**src/drqr_pkg.sv**
```systemverilog
package drqr_pkg;

  // phase of the incoming datagram
  typedef enum logic [1:0] {
    PH_HEADER,
    PH_NAME,
    PH_TAIL,
    PH_DISCARD
  } phase_e;

  // work handed from the front to the back
  typedef enum logic [1:0] {
    CMD_HDR,   // send the rewritten 12-byte header
    CMD_BYTE,  // send one question byte
    CMD_ANS    // send one question byte, then the answer record
  } cmd_kind_e;

  typedef struct packed {
    cmd_kind_e   kind;
    logic        abort;  // follow with an abort item
    logic [7:0]  data;
  } cmd_t;

  typedef logic [11:0][7:0] hdr_t;

  localparam int unsigned HdrBytes = 12;

  // configuration register indexes
  localparam logic CfgAnswerAddress = 1'b0;
  localparam logic CfgAnswerTtl     = 1'b1;

  localparam logic [31:0] AnswerAddressRst = 32'hC0A8_0401;
  localparam logic [31:0] AnswerTtlRst     = 32'd60;

  // rewritten header bytes
  localparam logic [7:0] HdrFlagsHi = 8'h84;
  localparam logic [7:0] HdrFlagsLo = 8'h00;
  localparam logic [7:0] AnCountHi  = 8'h00;
  localparam logic [7:0] AnCountLo  = 8'h01;

  // fixed answer record bytes
  localparam logic [7:0] AnsPtrHi   = 8'hC0;
  localparam logic [7:0] AnsPtrLo   = 8'h0C;
  localparam logic [7:0] AnsTypeHi  = 8'h00;
  localparam logic [7:0] AnsTypeLo  = 8'h01;
  localparam logic [7:0] AnsClassHi = 8'h00;
  localparam logic [7:0] AnsClassLo = 8'h01;
  localparam logic [7:0] AnsLenHi   = 8'h00;
  localparam logic [7:0] AnsLenLo   = 8'h04;

endpackage

```
**src/drqr_front.sv**
```systemverilog
module drqr_front #(
  parameter int MaxDatagram = 512
) (
  input  logic            clk_i,
  input  logic            rst_ni,
  input  logic            in_valid_i,
  output logic            in_ready_o,
  input  logic [7:0]      in_byte_i,
  input  logic            in_last_i,
  output logic            push_o,
  output drqr_pkg::cmd_t  cmd_o,
  input  logic            full_i,
  input  logic            hdr_release_i,
  output drqr_pkg::hdr_t  hdr_o
);

  localparam int CntW = $clog2(MaxDatagram + 1);
  localparam logic [CntW-1:0] MaxCnt = CntW'(MaxDatagram);

  drqr_pkg::phase_e phase_q, phase_d;
  logic [CntW-1:0]  cnt_q, cnt_d, cnt_sat;
  logic [7:0]       skip_q, skip_d;
  logic [2:0]       tail_q, tail_d, tail_inc;
  logic             hdr_pend_q, hdr_pend_d;
  drqr_pkg::hdr_t   hdr_q;
  logic             accept, cut, hdr_we;
  logic [3:0]       hdr_idx;

  // header bytes may not be overwritten until the back has sent them
  assign in_ready_o = !full_i && !(phase_q == drqr_pkg::PH_HEADER && hdr_pend_q);
  assign accept     = in_valid_i && in_ready_o;
  assign cnt_sat    = (cnt_q < MaxCnt) ? cnt_q + CntW'(1) : cnt_q;
  assign cut        = in_last_i || (cnt_sat == MaxCnt);
  assign tail_inc   = tail_q + 3'd1;
  assign hdr_idx    = cnt_sat[3:0] - 4'd1;
  assign hdr_we     = accept && phase_q == drqr_pkg::PH_HEADER
                      && cnt_sat <= CntW'(drqr_pkg::HdrBytes);
  assign hdr_o      = hdr_q;

  // classify each byte and decide what the back has to send
  always_comb begin
    phase_d    = phase_q;
    cnt_d      = cnt_q;
    skip_d     = skip_q;
    tail_d     = tail_q;
    hdr_pend_d = hdr_pend_q && !hdr_release_i;
    push_o     = 1'b0;
    cmd_o      = '{kind: drqr_pkg::CMD_BYTE, abort: cut, data: in_byte_i};
    if (accept) begin
      cnt_d = cnt_sat;
      case (phase_q)
        drqr_pkg::PH_HEADER: begin
          if (cnt_sat == CntW'(drqr_pkg::HdrBytes)) begin
            if (hdr_q[4] == 8'd0 && hdr_q[5] == 8'd0) begin
              phase_d = drqr_pkg::PH_DISCARD;
            end else begin
              push_o     = 1'b1;
              cmd_o.kind = drqr_pkg::CMD_HDR;
              hdr_pend_d = 1'b1;
              skip_d     = 8'd0;
              tail_d     = 3'd0;
              phase_d    = cut ? drqr_pkg::PH_DISCARD : drqr_pkg::PH_NAME;
            end
          end else if (cnt_sat > CntW'(drqr_pkg::HdrBytes)) begin
            phase_d = drqr_pkg::PH_DISCARD;
          end
        end
        drqr_pkg::PH_NAME: begin
          push_o = 1'b1;
          if (skip_q != 8'd0) begin
            skip_d = skip_q - 8'd1;
          end else if (in_byte_i == 8'd0) begin
            phase_d = drqr_pkg::PH_TAIL;
            tail_d  = 3'd0;
          end else begin
            skip_d = in_byte_i;
          end
          if (cut) begin
            phase_d = drqr_pkg::PH_DISCARD;
          end
        end
        drqr_pkg::PH_TAIL: begin
          push_o = 1'b1;
          tail_d = tail_inc;
          if (tail_inc >= 3'd4) begin
            cmd_o.kind  = drqr_pkg::CMD_ANS;
            cmd_o.abort = 1'b0;
            phase_d     = drqr_pkg::PH_DISCARD;
          end else if (cut) begin
            phase_d = drqr_pkg::PH_DISCARD;
          end
        end
        default: begin
          phase_d = drqr_pkg::PH_DISCARD;
        end
      endcase
      // end of datagram restarts header collection
      if (in_last_i) begin
        phase_d = drqr_pkg::PH_HEADER;
        cnt_d   = '0;
        skip_d  = 8'd0;
        tail_d  = 3'd0;
      end
    end
  end

  // control state
  always_ff @(posedge clk_i or negedge rst_ni) begin
    if (!rst_ni) begin
      phase_q    <= drqr_pkg::PH_HEADER;
      cnt_q      <= '0;
      skip_q     <= 8'd0;
      tail_q     <= 3'd0;
      hdr_pend_q <= 1'b0;
    end else begin
      phase_q    <= phase_d;
      cnt_q      <= cnt_d;
      skip_q     <= skip_d;
      tail_q     <= tail_d;
      hdr_pend_q <= hdr_pend_d;
    end
  end

  // header store
  always_ff @(posedge clk_i) begin
    if (hdr_we) begin
      hdr_q[hdr_idx] <= in_byte_i;
    end
  end

endmodule

```
**src/drqr_cmd_fifo.sv**
```systemverilog
module drqr_cmd_fifo (
  input  logic            clk_i,
  input  logic            rst_ni,
  input  logic            push_i,
  input  drqr_pkg::cmd_t  data_i,
  output logic            full_o,
  output logic            valid_o,
  input  logic            pop_i,
  output drqr_pkg::cmd_t  data_o
);

  drqr_pkg::cmd_t mem_q [2];
  logic           wr_q, rd_q;
  logic [1:0]     cnt_q;

  assign full_o  = cnt_q == 2'd2;
  assign valid_o = cnt_q != 2'd0;
  assign data_o  = mem_q[rd_q];

  // pointers and fill level
  always_ff @(posedge clk_i or negedge rst_ni) begin
    if (!rst_ni) begin
      wr_q  <= 1'b0;
      rd_q  <= 1'b0;
      cnt_q <= 2'd0;
    end else begin
      if (push_i) begin
        wr_q <= ~wr_q;
      end
      if (pop_i) begin
        rd_q <= ~rd_q;
      end
      cnt_q <= cnt_q + {1'b0, push_i} - {1'b0, pop_i};
    end
  end

  // entries
  always_ff @(posedge clk_i) begin
    if (push_i) begin
      mem_q[wr_q] <= data_i;
    end
  end

endmodule

```
**src/drqr_back.sv**
```systemverilog
module drqr_back (
  input  logic            clk_i,
  input  logic            rst_ni,
  input  logic            cmd_valid_i,
  input  drqr_pkg::cmd_t  cmd_i,
  output logic            pop_o,
  output logic            hdr_release_o,
  input  drqr_pkg::hdr_t  hdr_i,
  input  logic [31:0]     answer_address_i,
  input  logic [31:0]     answer_ttl_i,
  output logic            out_valid_o,
  input  logic            out_ready_i,
  output logic [7:0]      out_byte_o,
  output logic            out_last_o,
  output logic            out_abort_o
);

  logic [4:0] step_q, step_d;
  logic       oval_q, oval_d;
  logic [7:0] obyte_q, obyte_d;
  logic       olast_q, olast_d, oabort_q, oabort_d;
  logic       advance, done;
  logic [7:0] it_byte, hdr_byte, ans_byte;
  logic       it_last, it_abort;

  assign advance       = !oval_q || out_ready_i;
  assign pop_o         = advance && cmd_valid_i && done;
  assign hdr_release_o = pop_o && cmd_i.kind == drqr_pkg::CMD_HDR;

  // header byte with flags and answer count rewritten
  always_comb begin
    case (step_q[3:0])
      4'd2:    hdr_byte = drqr_pkg::HdrFlagsHi;
      4'd3:    hdr_byte = drqr_pkg::HdrFlagsLo;
      4'd6:    hdr_byte = drqr_pkg::AnCountHi;
      4'd7:    hdr_byte = drqr_pkg::AnCountLo;
      4'd12, 4'd13, 4'd14, 4'd15: hdr_byte = 8'd0;
      default: hdr_byte = hdr_i[step_q[3:0]];
    endcase
  end

  // answer record byte, steps 1 to 16
  always_comb begin
    case (step_q)
      5'd1:    ans_byte = drqr_pkg::AnsPtrHi;
      5'd2:    ans_byte = drqr_pkg::AnsPtrLo;
      5'd3:    ans_byte = drqr_pkg::AnsTypeHi;
      5'd4:    ans_byte = drqr_pkg::AnsTypeLo;
      5'd5:    ans_byte = drqr_pkg::AnsClassHi;
      5'd6:    ans_byte = drqr_pkg::AnsClassLo;
      5'd7:    ans_byte = answer_ttl_i[31:24];
      5'd8:    ans_byte = answer_ttl_i[23:16];
      5'd9:    ans_byte = answer_ttl_i[15:8];
      5'd10:   ans_byte = answer_ttl_i[7:0];
      5'd11:   ans_byte = drqr_pkg::AnsLenHi;
      5'd12:   ans_byte = drqr_pkg::AnsLenLo;
      5'd13:   ans_byte = answer_address_i[31:24];
      5'd14:   ans_byte = answer_address_i[23:16];
      5'd15:   ans_byte = answer_address_i[15:8];
      5'd16:   ans_byte = answer_address_i[7:0];
      default: ans_byte = 8'd0;
    endcase
  end

  // item for the current step of the head command
  always_comb begin
    it_byte  = cmd_i.data;
    it_last  = 1'b0;
    it_abort = 1'b0;
    done     = 1'b0;
    case (cmd_i.kind)
      drqr_pkg::CMD_HDR: begin
        if (step_q == 5'd12) begin
          it_byte  = 8'd0;
          it_last  = 1'b1;
          it_abort = 1'b1;
          done     = 1'b1;
        end else begin
          it_byte = hdr_byte;
          done    = !cmd_i.abort && step_q == 5'd11;
        end
      end
      drqr_pkg::CMD_BYTE: begin
        if (step_q == 5'd0) begin
          done = !cmd_i.abort;
        end else begin
          it_byte  = 8'd0;
          it_last  = 1'b1;
          it_abort = 1'b1;
          done     = 1'b1;
        end
      end
      drqr_pkg::CMD_ANS: begin
        if (step_q != 5'd0) begin
          it_byte = ans_byte;
          it_last = step_q == 5'd16;
          done    = step_q == 5'd16;
        end
      end
      default: begin
        done = 1'b1;
      end
    endcase
  end

  // output register and step counter
  always_comb begin
    step_d   = step_q;
    oval_d   = oval_q;
    obyte_d  = obyte_q;
    olast_d  = olast_q;
    oabort_d = oabort_q;
    if (advance) begin
      oval_d   = cmd_valid_i;
      obyte_d  = it_byte;
      olast_d  = it_last;
      oabort_d = it_abort;
      if (cmd_valid_i) begin
        step_d = done ? 5'd0 : step_q + 5'd1;
      end
    end
  end

  always_ff @(posedge clk_i or negedge rst_ni) begin
    if (!rst_ni) begin
      step_q <= 5'd0;
      oval_q <= 1'b0;
    end else begin
      step_q <= step_d;
      oval_q <= oval_d;
    end
  end

  always_ff @(posedge clk_i) begin
    obyte_q  <= obyte_d;
    olast_q  <= olast_d;
    oabort_q <= oabort_d;
  end

  assign out_valid_o = oval_q;
  assign out_byte_o  = obyte_q;
  assign out_last_o  = olast_q;
  assign out_abort_o = oabort_q;

endmodule

```
**src/dns_query_answer_rewriter_core.sv**
```systemverilog
// channel   | dir | tdata          | tlast    | tuser
// s_axis    | in  | [7:0] in_byte  | in_last  | -
// m_axis    | out | [7:0] out_byte | out_last | [0] out_abort
// cfg       | in  | cfg_wdata_i: index 0 answer_address, index 1 answer_ttl
//
// unstalled, question bytes pass at one byte per cycle; a header emits 12 bytes and
// the closing question byte 17, one per cycle from the single output register
// the front keeps taking bytes through a 2-entry command queue while the back
// drains; the next datagram's header bytes wait until the previous header is sent
// reset is asynchronous, active low; the header store is not cleared
// a stall on m_axis holds the output register and backs up into the queue
module dns_query_answer_rewriter_core #(
  parameter int MaxDatagram = 512
) (
  input  logic        clk_i,
  input  logic        rst_ni,
  input  logic        s_axis_tvalid,
  output logic        s_axis_tready,
  input  logic [7:0]  s_axis_tdata,   // [7:0] in_byte
  input  logic        s_axis_tlast,
  output logic        m_axis_tvalid,
  input  logic        m_axis_tready,
  output logic [7:0]  m_axis_tdata,   // [7:0] out_byte
  output logic        m_axis_tlast,
  output logic        m_axis_tuser,   // [0] out_abort
  input  logic        cfg_we_i,
  input  logic        cfg_addr_i,
  input  logic [31:0] cfg_wdata_i
);

  logic [31:0]    addr_q, ttl_q;
  logic           push, full, cmd_valid, pop, hdr_release;
  drqr_pkg::cmd_t cmd_in, cmd_head;
  drqr_pkg::hdr_t hdr;

  // configuration registers
  always_ff @(posedge clk_i or negedge rst_ni) begin
    if (!rst_ni) begin
      addr_q <= drqr_pkg::AnswerAddressRst;
      ttl_q  <= drqr_pkg::AnswerTtlRst;
    end else if (cfg_we_i) begin
      case (cfg_addr_i)
        drqr_pkg::CfgAnswerAddress: addr_q <= cfg_wdata_i;
        drqr_pkg::CfgAnswerTtl:     ttl_q  <= cfg_wdata_i;
        default: ;
      endcase
    end
  end

  drqr_front #(
    .MaxDatagram(MaxDatagram)
  ) u_front (
    .clk_i        (clk_i),
    .rst_ni       (rst_ni),
    .in_valid_i   (s_axis_tvalid),
    .in_ready_o   (s_axis_tready),
    .in_byte_i    (s_axis_tdata),
    .in_last_i    (s_axis_tlast),
    .push_o       (push),
    .cmd_o        (cmd_in),
    .full_i       (full),
    .hdr_release_i(hdr_release),
    .hdr_o        (hdr)
  );

  drqr_cmd_fifo u_fifo (
    .clk_i  (clk_i),
    .rst_ni (rst_ni),
    .push_i (push),
    .data_i (cmd_in),
    .full_o (full),
    .valid_o(cmd_valid),
    .pop_i  (pop),
    .data_o (cmd_head)
  );

  drqr_back u_back (
    .clk_i           (clk_i),
    .rst_ni          (rst_ni),
    .cmd_valid_i     (cmd_valid),
    .cmd_i           (cmd_head),
    .pop_o           (pop),
    .hdr_release_o   (hdr_release),
    .hdr_i           (hdr),
    .answer_address_i(addr_q),
    .answer_ttl_i    (ttl_q),
    .out_valid_o     (m_axis_tvalid),
    .out_ready_i     (m_axis_tready),
    .out_byte_o      (m_axis_tdata),
    .out_last_o      (m_axis_tlast),
    .out_abort_o     (m_axis_tuser)
  );

endmodule

```
**config.mk**
```make
export PLATFORM = sky130hd
export DESIGN_NAME = dns_query_answer_rewriter_core
export DESIGN_NICKNAME = d
export VERILOG_FILES = /design/src/drqr_pkg.sv /design/src/drqr_front.sv /design/src/drqr_cmd_fifo.sv /design/src/drqr_back.sv /design/src/dns_query_answer_rewriter_core.sv
export SDC_FILE = /design/constraint.sdc
export NUM_CORES = 1
export LEC_CHECK = 0
export ABC_AREA = 1
export BUFFER_PORTS_ARGS = -buffer_cell sky130_fd_sc_hd__buf_4
export CELL_PAD_IN_SITES_DETAIL_PLACEMENT = 0
export CELL_PAD_IN_SITES_GLOBAL_PLACEMENT = 1
export CORE_MARGIN = 4
export CORE_UTILIZATION = 43
export DETAILED_ROUTE_END_ITERATION = 7
export GPL_TIMING_DRIVEN = 0
export PLACE_DENSITY_LB_ADDON = 0.3
export SYNTH_ARGS = -nofsm -noshare
export SYNTH_HDL_FRONTEND = slang
export SYNTH_HIERARCHICAL = 1
export SYNTH_SLANG_ARGS = --single-unit
```
**constraint.sdc**
```tcl
create_clock -name clk_i -period 3.1 [get_ports clk_i]
set_clock_uncertainty 0.2 [all_clocks]
set_input_delay 0.62 -clock clk_i [delete_from_list [all_inputs] [get_ports clk_i]]
set_output_delay 0.62 -clock clk_i [all_outputs]
set_load 0.05 [all_outputs]
```
* Yosys cells after proc, flatten, opt, wreduce, memory -nomap -nowiden *
Memory sizes are Yosys's and may differ from the RTL's.
Index checks and enable logic that the tools add are counted.
W data, S select, Z words.

operators by class
  bitwise logic cells = 3
  magnitude comparators = 7
  muxes and demuxes = 61
  reductions and logical operators = 39
  eq/ne operators = 38
  add/sub/neg operators = 7

operator list
  operator                 count
  $bwmux W96               1
  $pmux W8 S12             1
  $mux W8                  10
  $pmux W8 S3              2
  $eq A5 B4 Y1 const B     8
  $bmux W8 S4              1
  $demux W8 S4             1
  $logic_not A8 Y1         3
  $mux W2                  11
  $mux W3                  7
  $mux W10                 2
  $eq A4 B4 Y1 const B     4
  $mux W1                  16
  $pmux W8 S2              1
  $eq A5 B3 Y1 const B     3
  $logic_and A1 B1 Y1      12
  $add A10 B1 Y10 const B  1
  $eq A10 B10 Y1 const B   1
  $eq A10 B4 Y1 const B    1
  $gt A10 B4 Y1 const B    1
  $le A10 B4 Y1 const B    1
  $lt A10 B10 Y1 const B   1
  $lt A4 B5 Y1 const B     2
  $reduce_and A5 Y1        2
  other kinds (40)         62

word-level totals
  output and inout bits = 12
  bits in registers = 204
  RAM bits = 22
  memories = 1
  word-level logic and storage cells = 183

memories
  name          depth  bits a word  read ports  clocked after Yosys merged registers in  wr ports  RTL line             source
  u_fifo.mem_q  2      11           1           0                                        1         drqr_cmd_fifo.sv:12  drqr_pkg::cmd_t mem_q [2];

* Longest topological paths before layout *
Gate-level depths: netlist (run 1).
An unclocked memory read counts as a cell.

  word-level depth = 13
  depth in mapped cells = 16
  mapped depth without buffers = 16

* Modules after synthesis *
Netlist (run 1), hierarchy kept.

modules (own cells, without submodules)
  module                          area each (µm²)  instances  cells an instance
  drqr_front                      4939.7           1          407
  dns_query_answer_rewriter_core  2628.8           1          279
  drqr_back                       2585.0           1          478
  drqr_cmd_fifo                   1043.5           1          82

* Worst setup path after synthesis (run 1) *
No wires, ideal clock.

  path type = reg2reg
  start = register u_front.phase_q[0]
  end = register u_front.hdr_q (netlist bit u_front/hdr_o[88]), enable pin
  data arrival time = 2879 ps
  slack = -373 ps
  required time = 2505 ps
  buffers on the path = 0
  stages on the path, launching flop included = 8
  cells stage by stage = dfrtp_1 -> inv_1 -> ha_1 -> a21oi_1 -> nand2_1 -> nor2_1 -> nand2_1 -> nor4_1

on the way
  cells in the longest elaborated chain, start to end = 7

RTL lines
  element                        RTL line                              source
  start, declared                drqr_front.sv:20                      drqr_pkg::phase_e phase_q, phase_d;
  start signal, assigned         drqr_front.sv:110                     phase_q <= drqr_pkg::PH_HEADER;
  start signal, assigned         drqr_front.sv:116                     phase_q <= phase_d;
  $logic_not A2 Y1               drqr_front.sv:30                      assign in_ready_o = !full_i && !(phase_q == drqr_pkg::PH_HEADER && hdr_pend_q);
  $logic_and A1 B1 Y1            drqr_front.sv:30
  $logic_not A1 Y1               drqr_front.sv:30
  $logic_and A1 B1 Y1            drqr_front.sv:30
  via s_axis_tready              dns_query_answer_rewriter_core.sv:18  output logic s_axis_tready,
  $logic_and A1 B1 Y1            drqr_front.sv:31                      assign accept = in_valid_i && in_ready_o;
  $logic_and A1 B1 Y1            drqr_front.sv:36                      assign hdr_we = accept && phase_q == drqr_pkg::PH_HEADER
  $logic_and A1 B1 Y1            drqr_front.sv:37                      && cnt_sat <= CntW'(drqr_pkg::HdrBytes);
  end signal, assigned by index  drqr_front.sv:127                     hdr_q[hdr_idx] <= in_byte_i;
  end, declared                  drqr_front.sv:25                      drqr_pkg::hdr_t hdr_q;

The timed path passes the listed nets, and every way through them passes these cells.
A chain may end at the register's enable or synchronous reset.

* Worst setup path after layout (run 1) *
  start = register u_front.cnt_q[0]
  end = register u_front.hdr_q (netlist bit u_front/hdr_o[46]), enable pin

on the way
  cells in the longest elaborated chain, start to end = 4
  elaborated cells between the ends (all ways) = 5

RTL lines
  element                                                   RTL line           source
  start, declared                                           drqr_front.sv:21   logic [CntW-1:0] cnt_q, cnt_d, cnt_sat;
  start signal, assigned                                    drqr_front.sv:117  cnt_q <= cnt_d;
  $add A10 B1 Y10 / $lt A10 B10 Y1 (equally long branches)  drqr_front.sv:32   assign cnt_sat = (cnt_q < MaxCnt) ? cnt_q + CntW'(1) : cnt_q;
  $mux W10 *                                                drqr_front.sv:32
  $le A10 B4 Y1 *                                           drqr_front.sv:37
  $logic_and A1 B1 Y1 *                                     drqr_front.sv:37

Mark *: on every way between the ends. The rest lies on a longest branch, timed or not.

==> run metrics, run 1 <==
Lkg Pwr=between 5 and 6 nW; number of diodes=0; Initial Util=44.1%; DP Wirelength=between 20000 and 25000 µm; vias per cell=between 5 and 6; fin util=51.6%; initial antenna violation count=0; Crit Path Category=reg2reg; I/O pin count=59; Wirelength per Cell=between 15 and 20 µm; FILL cells=between 2000 and 2500; CTS clk-pin slew, worst paths=roughly 60 ps; startpoint types=flip-flop; Port Buffers=57; Root Driver=clkbuf_16; row count=58; Hold Fails Final Rpt=0; die area=28700 µm²; core area=approximately 25000 µm²; Yosys top cell area share=around a third; Slew HR=between 50 and 60%; clk sinks=about 230; # nets final=approximately 1400; Min-Delay Path Class=in2reg; Placed Cells=~1600; post-detailed-route count of antenna-violating nets=0; via count=just under 9000; TNS Setup=0 ps; placed inst area=12100 µm²; Synth Area per Inst=about 9 µm²; synth top area cells=edfxtp_1, dfrtp_1, nand2_1; CP max FO=8; Chip Height=~170 µm; Worst EP arrival=about 2900 ps; largest net degree at the start of global routing=99; RSZ-0062 raised after global routing=true; worst slew pin tran=approximately 740 ps; asr flop ratio synth=43.4%; CTS max path bufs=3; Syn Inst Count=roughly 1200; Slew Limit Fails=0; Syn Std Cell Area=11200 µm²; Skew-Pair Late Insertion Delay=~520 ps; detailed-route DRC error count=0; H-tree depth=1; first-pass GRT wire length=47100 µm; number of synthesized flops with an enable pin=around 130; slack of the worst reg-to-reg path=~200 ps; largest area contributor in the synthesized netlist=edfxtp_1; post-route cell area=about 13000 µm²; YS warnings=6; pwr dens=888 nW/µm²; global router's overall resource usage=a little over a fifth; layout cells sized above 1=approximately 17%; ys flop type=edfxtp_1; Crit. End Element=flip-flop; data required time of the critical path=around 3100 ps; total iterations of the first detailed-routing run=5; Routed WL=approximately 30000 µm; Post-Layout Cell Count=1685; CTS tree=yes; initial drt markers=615; Area Overhead vs Synth=17.0%; number of global-route vias before repair=~8400; fmax=approximately 340 MHz; GRT Residual Overflow=0; Inserted Clock Buffers=26; maximum VDD drop=between 0.6 and 0.7 mV; # setup viols final=0; max-cap viol count=0; post-synth cell types=46; width of the chip=between 150 and 200 µm; status=complete, no violations; Tmin final=between 2000 and 3000 ps; sequential area share after synthesis=about 56%; routability cong.=slightly below 0.9; Yosys reg bits=226; final period utilization=just over 90%; synthesized net count=1308
## state kept, by name, summed over array words and instances (netlist names), 2 cells and up
| signal | count |
|---|---|
| ttl_q | 32 |
| u_fifo/cnt_q | 2 |
| u_front/cnt_q | 10 |
| u_front/hdr_o | 96 |
| u_front/phase_q | 2 |
| u_back/out_byte_o | 8 |
| u_fifo/mem_q | 22 |
| u_front/tail_q | 3 |
| u_back/step_q | 5 |
| u_front/skip_q | 8 |
| addr_q | 32 |
## placed cells by master, fill, tap and decap left out, drive strengths merged, types with 3 or more instances in the layout
cell type	synthesis	layout
nand3	164	164
nand3b	3	3
inv	80	78
clkbuf	11	42
o22ai	10	10
o211ai	9	9
dfrtp	87	87
ha	15	15
clkinvlp	0	4
bufinv	0	3
clkinv	1	10
nand2	448	448
nor2	123	123
nand4	14	14
xor2	6	6
o21ai	59	59
edfxtp	128	128
a21oi	16	16
buf	42	105
nor3	6	6
dfstp	11	11
## synth_stat cells, types with 2 or more instances
library cell / n
nor4_1: 2
o21ai_2: 12
nand4_1: 14
nor2_2: 13
buf_1: 3
nor2_1: 106
edfxtp_1: 128
o211ai_1: 9
dfstp_2: 11
nand2_2: 14
o21ai_1: 8
nand2_1: 430
xor2_1: 6
buf_2: 13
clkbuf_8: 3
a21oi_1: 15
inv_4: 2
buf_6: 15
o22ai_1: 10
o21ai_0: 39
inv_2: 8
nand3b_1: 3
nand3_2: 4
nand3_1: 158
nor3_1: 5
inv_1: 70
dfrtp_1: 87
nor2_4: 4
o21bai_1: 2
ha_1: 15
nand2_4: 4
nand3_4: 2
xnor2_1: 2
clkbuf_1: 7
buf_4: 11
## what timing repair did
action	in CTS	in global routing
resized for setup	7	19
hold endpoints to repair	0	11
hold buffers	0	1
cloned	0	0
setup buffers	0	5
setup endpoints to repair	69	117
pin swaps	0	1
## per-layer routing
layer	up-vias	track usage (%)	wire, µm
li1	4302	-	-
met1	4209	31.3	14000
met2	247	32.8	13800
met3	36	2.40	1700
met4	0	4.45	478
met5	-	0	0
## logic make-up after synthesis
group                    synth area share (%)
XOR/XNOR                                0.626
AO/OA/AOI/OAI                            5.27
flip-flops                               56.4
buffers and inverters                    6.36
AND/OR/NAND/NOR                          29.7
adder cells (fa/ha/maj)                  1.68
## layout make-up
cell class              count  area (µm²)  area share, %
flip-flops and latches    226        6310           48.2
multi-input cells         886        4290           32.7
clock buffers              33         698           5.33
repair buffers             64         532           4.06
well taps                 330         413           3.15
plain buffers              51         395           3.02
inverters                  81         317           2.42
clock inverters            14         144           1.10
## worst paths after layout
check                                         end             start  depth (start not counted)
worst max-delay path            u_front/hdr_o[46]  u_front/cnt_q[0]                         12
max in group asynchronous       u_front/skip_q[0]            rst_ni                          3
min in group asynchronous        u_back/step_q[1]            rst_ni                          2
worst min register to register         addr_q[31]        addr_q[31]                          2
worst max register to register  u_front/hdr_o[46]  u_front/cnt_q[0]                         12
worst min-delay path                     ttl_q[3]    cfg_wdata_i[3]                          3
## stage by stage
stage               hold WS, ps  worst slack, ps  total power [mW]
floorplan                   124             88.3              7.14
global placement            251             -434              8.43
detailed placement          253             -347              8.50
CTS                         112             -101              11.5
global route                125            -42.3              12.4
finish                      136              200              11.6
## where the power goes
group	total, mW	internal [mW]	switching, mW
Sequential	3.99	3.71	0.277
Combinational	4.63	1.42	3.21
Clock	3.00	1.83	1.17
Total	11.6	6.97	4.66
## worst max-delay path, cell delays in order (launching register included)
cell     delay (ps)
dfrtp_1         410
ha_1            300
inv_1            50
nand2_1          60
nand2_2         130
nand2_4         110
inv_1           100
nand4_1          90
nor2_2          160
nand2_2          70
nand2_1         130
nand4_1         310
nor2_2          440
(Power assumes the default switching activity.)
==> inputs of run 2 (changes only) <==
ABC_AREA = 0   (was 1)
CORE_UTILIZATION = 46   (was 43)
HOLD_SLACK_MARGIN = 0.06   (was unset)
==> run 2 against run 1 <==
  * Routed wire length is 9.4% lower
  * The flow now finishes with violations (negative setup slack)
  * Critical endpoint is now u_fifo/mem_q[0][1]
  * Area after synthesis is 3.5% lower
  * Critical path depth is 1 lower
  * Largest cell class unchanged
==> run metrics, run 2 <==
Slew Limit Fails=0; worst slew pin tran=~1000 ps; width of the chip=about 160 µm; met1 usage=between 20% and 30%; asr flop ratio synth=43.4%; GRT Residual Overflow=0; most frequent cell after synthesis=edfxtp_1; # nets final=roughly 990; Min-Delay Path Class=in2reg; core area=around 23000 µm²; synth top area cells=edfxtp_1, dfrtp_1, mux2_2; CTS tree=yes; Syn Std Cell Area=around 11000 µm²; Yosys top cell area share=between 30% and 40%; Syn Inst Count=between 800 and 900; DP Wirelength=around 18000 µm; fin util=57.6%; CTS clk-pin slew, worst paths=60 ps; Wirelength per Cell=21.6 µm; vias per cell=between 5 and 6; via count=7277; RSZ-0062 raised after global routing=true; detailed-route DRC error count=0; largest net degree at the start of global routing=99; sequential area share after synthesis=roughly three fifths; fmax=roughly 320 MHz; number of global-route vias before repair=approximately 7300; maximum VDD drop=roughly 0.52 mV; CTS max path bufs=3; ys flop type=edfxtp_1; YS warnings=6; violated checks=negative setup slack; final period utilization=100%; Post-Layout Cell Count=roughly 1300; status=finished with violations; GR Util met3=~2.8%; Inserted Clock Buffers=24; data required time of the critical path=3120 ps; max-cap viol count=0; CP max FO=6; number of synthesized flops with an enable pin=128; startpoint types=flip-flop; Routed WL=27200 µm; Root Driver=clkbuf_16; layout cells sized above 1=approximately 37%; overall power=approximately 11 mW; worst setup margin=-13.7 ps; global router's overall resource usage=20.9%; Yosys reg bits=roughly 230; H-tree depth=1; post-synth cell types=a little under 80; Worst EP arrival=between 3000 and 4000 ps; Skew-Pair Late Insertion Delay=between 500 and 600 ps; Hold Fails Final Rpt=0; row count=55; routability cong.=between 0.8 and 0.9; commonest cells in the netlist=edfxtp_1, dfrtp_1, mux2_2; Lkg Pwr=about 5 nW; Largest register FFs=96; # setup viols final=5; most common cell after layout, fill and taps aside=edfxtp_1; first-pass GRT wire length=roughly 43000 µm; I/O pin count=59; Placed Cells=1173; pwr dens=slightly above 800 nW/µm²; number of diodes=0; Slew HR=29.8%; Tmin final=3110 ps; GR Util met2=between 30% and 40%; most frequent cells in the layout=edfxtp_1, buf_4, dfrtp_1, mux2_2, nand2_1; clk sinks=between 200 and 250; gr busiest metal=met2; die area=between 20000 and 30000 µm²; total iterations of the first detailed-routing run=5; Area Overhead vs Synth=21.7%; Crit Path Category=reg2reg; largest area contributor in the synthesized netlist=edfxtp_1; synthesized net count=approximately 860; initial drt markers=582; Chip Height=between 150 and 200 µm; Synth Area per Inst=13.5 µm²; Initial Util=47.3%; post-detailed-route count of antenna-violating nets=0; initial antenna violation count=0; Crit. End Element=flip-flop; Port Buffers=58
[run 2: cells by family (layout without fill, tap and decap cells)]
kind of cell | Yosys count | in the layout | synth area share [%]
flops | 226 | 226 | 58.4
simple gates | 210 | 211 | 10.5
compound gates | 160 | 160 | 10.6
mux | 109 | 109 | 14.4
buf+inv | 74 | 216 | 3.67
fa+ha+maj | 15 | 15 | 1.74
xor+xnor | 8 | 8 | 0.787
[run 2: repair_timing]
item | in CTS | in global routing
hold buffers | 0 | 1
gates cloned | 2 | 0
pin swaps | 16 | 8
buffers inserted | 42 | 8
hold endpoints to repair | 0 | 87
setup endpoints to repair | 140 | 143
gates resized for setup | 39 | 27
[run 2: path summary, 6_finish.rpt]
path	startpoint	to	slack (ps)	cells past startpoint
setup / recovery	u_front/cnt_q[1]	u_fifo/mem_q[0][1]	-10	11
hold / removal	cfg_wdata_i[23]	ttl_q[23]	140	2
setup reg to reg	u_front/cnt_q[1]	u_fifo/mem_q[0][1]	-10	11
hold reg to reg	u_front/skip_q[6]	u_front/skip_q[6]	290	1
max in group asynchronous	rst_ni	u_front/cnt_q[9]	1760	3
min in group asynchronous	rst_ni	u_back/step_q[1]	250	2
[run 2: area by class of cell]
| type | instances | area [µm²] |
|---|---|---|
| timing repair buffer | 107 | 971 |
| clock buffer | 28 | 637 |
| clock inverter | 16 | 88.8 |
| tap | 313 | 392 |
| fill | 1848 | 9690 |
| multi-input combinational | 503 | 4360 |
| buffer | 45 | 310 |
| inverter | 20 | 78.8 |
| sequential | 226 | 6310 |
[run 2: report_power, final]
| part | total [mW] | internal (mW) | switching [mW] |
|---|---|---|---|
| logic | 4.17 | 1.70 | 2.47 |
| registers | 3.91 | 3.67 | 0.240 |
| clock network | 2.63 | 1.47 | 1.15 |
| total | 10.7 | 6.84 | 3.87 |
[run 2: per-layer routing]
| metal | routed length (µm) | vias to the layer above |
|---|---|---|
| li1 | - | 3334 |
| met1 | 11900 | 3707 |
| met2 | 13400 | 204 |
| met3 | 1450 | 32 |
| met4 | 433 | 0 |
| met5 | 0 | - |
[run 2: critical path, cell delays in order (launching register included)]
cell and delay [ps]:
dfrtp_1 380, ha_2 210, nand4b_1 160, mux2i_1 170, o32a_1 340, or4b_4 570
nor2_4 120, nor2_2 40, nor3_2 90, buf_4 150, nor2b_4 210, clkbuf_16 170
[run 2: through the flow]
step	setup TNS (ps)	hold slack [ps]	instance area, µm²	worst slack [ps]
2_1_floorplan	-1610	124	10900	-86.2
3_3_place_gp	-46210	283	11700	-557
3_5_place_dp	-48900	278	11700	-573
4_1_cts	-1050	119	13000	-74.6
5_1_grt	-1250	123	13200	-103
6_report	-26.2	141	13200	-13.7
==> inputs of run 3 (changes only) <==
PLACE_DENSITY_LB_ADDON = 0.1   (was 0.3)
==> run 3 against run 2 <==
  * The run still ends with negative setup slack left
  * Sequential share of layout area rose by 0.63 points
  * Global-route usage increased by 0.53 points
  * Sequential cell count stayed put
  * Non-clock buffer count down 23
  * Via count down 0.41%
  * Routed wire length grew 4.0%
  * Cell count shrank 1.8%
  * Highest routed layer unchanged
  * Final area is 1.3% lower
  * Clock power rose by 6%
  * Critical path type unchanged
  * Power is 1.8% higher
  * Largest cell class unchanged
==> run metrics, run 3 (same netlist as run 2, synthesis figures left out) <==
RSZ-0062 raised after global routing=true; Worst EP arrival=around 3100 ps; Wirelength per Cell=approximately 23 µm; initial drt markers=520; DP Wirelength=between 15000 and 20000 µm; max-cap viol count=0; worst slack, placed=-528 ps; fmax=approximately 320 MHz; worst setup margin=-40.7 ps; gr busiest metal=met2; Skew-Pair Late Insertion Delay=510 ps; CTS clk-pin slew, worst paths=~60 ps; HP Start=cfg_wdata_i[6]; pwr dens=between 800 and 900 nW/µm²; Crit Path Category=reg2reg; Slew Limit Fails=0; GR Util met2=36.6%; largest net degree at the start of global routing=slightly below 100; Hold Fails Final Rpt=0; CTS tree=yes; final period utilization=101%; CTS max path bufs=3; H-tree depth=1; RR Startpoint=u_front/cnt_q[1]; die area=26000 µm²; detailed-route DRC error count=0; # nets final=966; Min-Delay Path Class=in2reg; global router's overall resource usage=between 20% and 30%; placed inst area=between 10000 and 15000 µm²; data required time of the critical path=approximately 3100 ps; Root Driver=clkbuf_16; worst slew pin tran=slightly above 1000 ps; via count=7247; Crit path buffers/inverters=1; Slew HR=roughly a third; GR Util met3=~3.3%; Crit. End Element=flip-flop; Inserted Clock Buffers=24; core area=roughly 23000 µm²; Tmin final=around 3100 ps; Worst path max stage delay=around 550 ps; Chip Height=161 µm; number of global-route vias before repair=around 7500; Port Buffers=58; initial antenna violation count=0; row count=between 50 and 60; width of the chip=around 160 µm; number of diodes=0; routability cong.=0.871; most frequent cells in the layout=edfxtp_1, buf_4, dfrtp_1, mux2_2, nand2_1; I/O pin count=59; status=finished with violations; clk sinks=~230; Routed WL=between 20000 and 30000 µm; maximum VDD drop=about 0.53 mV; GRT Residual Overflow=0; FILL cells=~1900; Area Overhead vs Synth=20.1%; Critical Path, Cell by Cell=ha_4 -> nor2b_4 -> xor2_1 -> o31a_1 -> or4b_1 -> buf_6 -> nor3_4 -> and3_2; most common cell after layout, fill and taps aside=edfxtp_1; post-detailed-route count of antenna-violating nets=0; critical path's top delay family=simple AND/OR/NAND/NOR gates; vias per cell=slightly below 6; # setup viols final=between 60 and 70; slowest CP cell=or4b_1; first-pass GRT wire length=between 40000 and 50000 µm; Crit. Startpoint=u_front/cnt_q[1]; post-route cell area=13000 µm²; CP max FO=8; met1 usage=between 20% and 30%; Initial Util=a little under half; layout cells sized above 1=a little over a third; violated checks=negative setup slack; Largest register FFs=96; total iterations of the first detailed-routing run=5; startpoint types=flip-flop; Lkg Pwr=4.94 nW
## run 3: cell count changes in the layout (fill, tap and decap cells not counted), sizes merged
cell	previous run	this run
clkbuf	43	49
bufinv	0	1
clkinv	14	7
buf	136	115
inv	19	20
clkinvlp	3	0
## run 3: path summary, 6_finish.rpt
path	endpoint	cells past startpoint	slack, ps
min in group asynchronous	u_back/step_q[3]	2	260
setup reg to reg	u_front/hdr_o[27]	8	-40
setup / recovery	u_front/hdr_o[27]	8	-40
hold / removal	addr_q[6]	2	150
hold reg to reg	ttl_q[9]	1	310
max in group asynchronous	u_front/cnt_q[0]	3	1720
## run 3: final cells by class
cell class	instances	area, µm²	area share (%)
clock buffers	36	707	5.44
flip-flops and latches	226	6310	48.6
well taps	313	392	3.02
clock inverters	8	65.1	0.501
inverters	20	75.1	0.578
multi-input cells	503	4370	33.6
repair buffers	83	749	5.77
plain buffers	46	317	2.44
## run 3: layer usage
layer,routed length [µm],vias to the layer above
met4,390,0
li1,-,3294
met3,1290,36
met1,12400,3712
met5,0,-
met2,14200,205
## run 3: report_power, final
group	internal, mW	switching, mW	leakage (nW)	total (mW)
Sequential	3.67	0.245	2.34	3.91
Clock	1.66	1.14	0.387	2.80
Combinational	1.66	2.53	2.21	4.19
Total	6.99	3.92	4.94	10.9
## run 3: stage by stage
stage               TNS [ps]  instances  hold WS [ps]  util, %  total power, mW
finish                 -1060       1235           153     56.8             10.9
global route           -7270       1235           131     56.8             11.5
CTS                    -1480       1230           127     56.2             10.9
detailed placement    -49460       1173           291     51.4             7.83
global placement      -48970       1173           263     51.4             7.75
floorplan              -1610        802           124        -             6.68
## run 3: repair_timing
action / CTS / global route
resized for setup: 36 / 21
endpoints found under the setup margin: 140 / 130
hold buffers: 0 / 1
pin swaps: 16 / 10
buffers inserted: 18 / 5
endpoints found under the hold margin: 0 / 87
cloned: 0 / 1
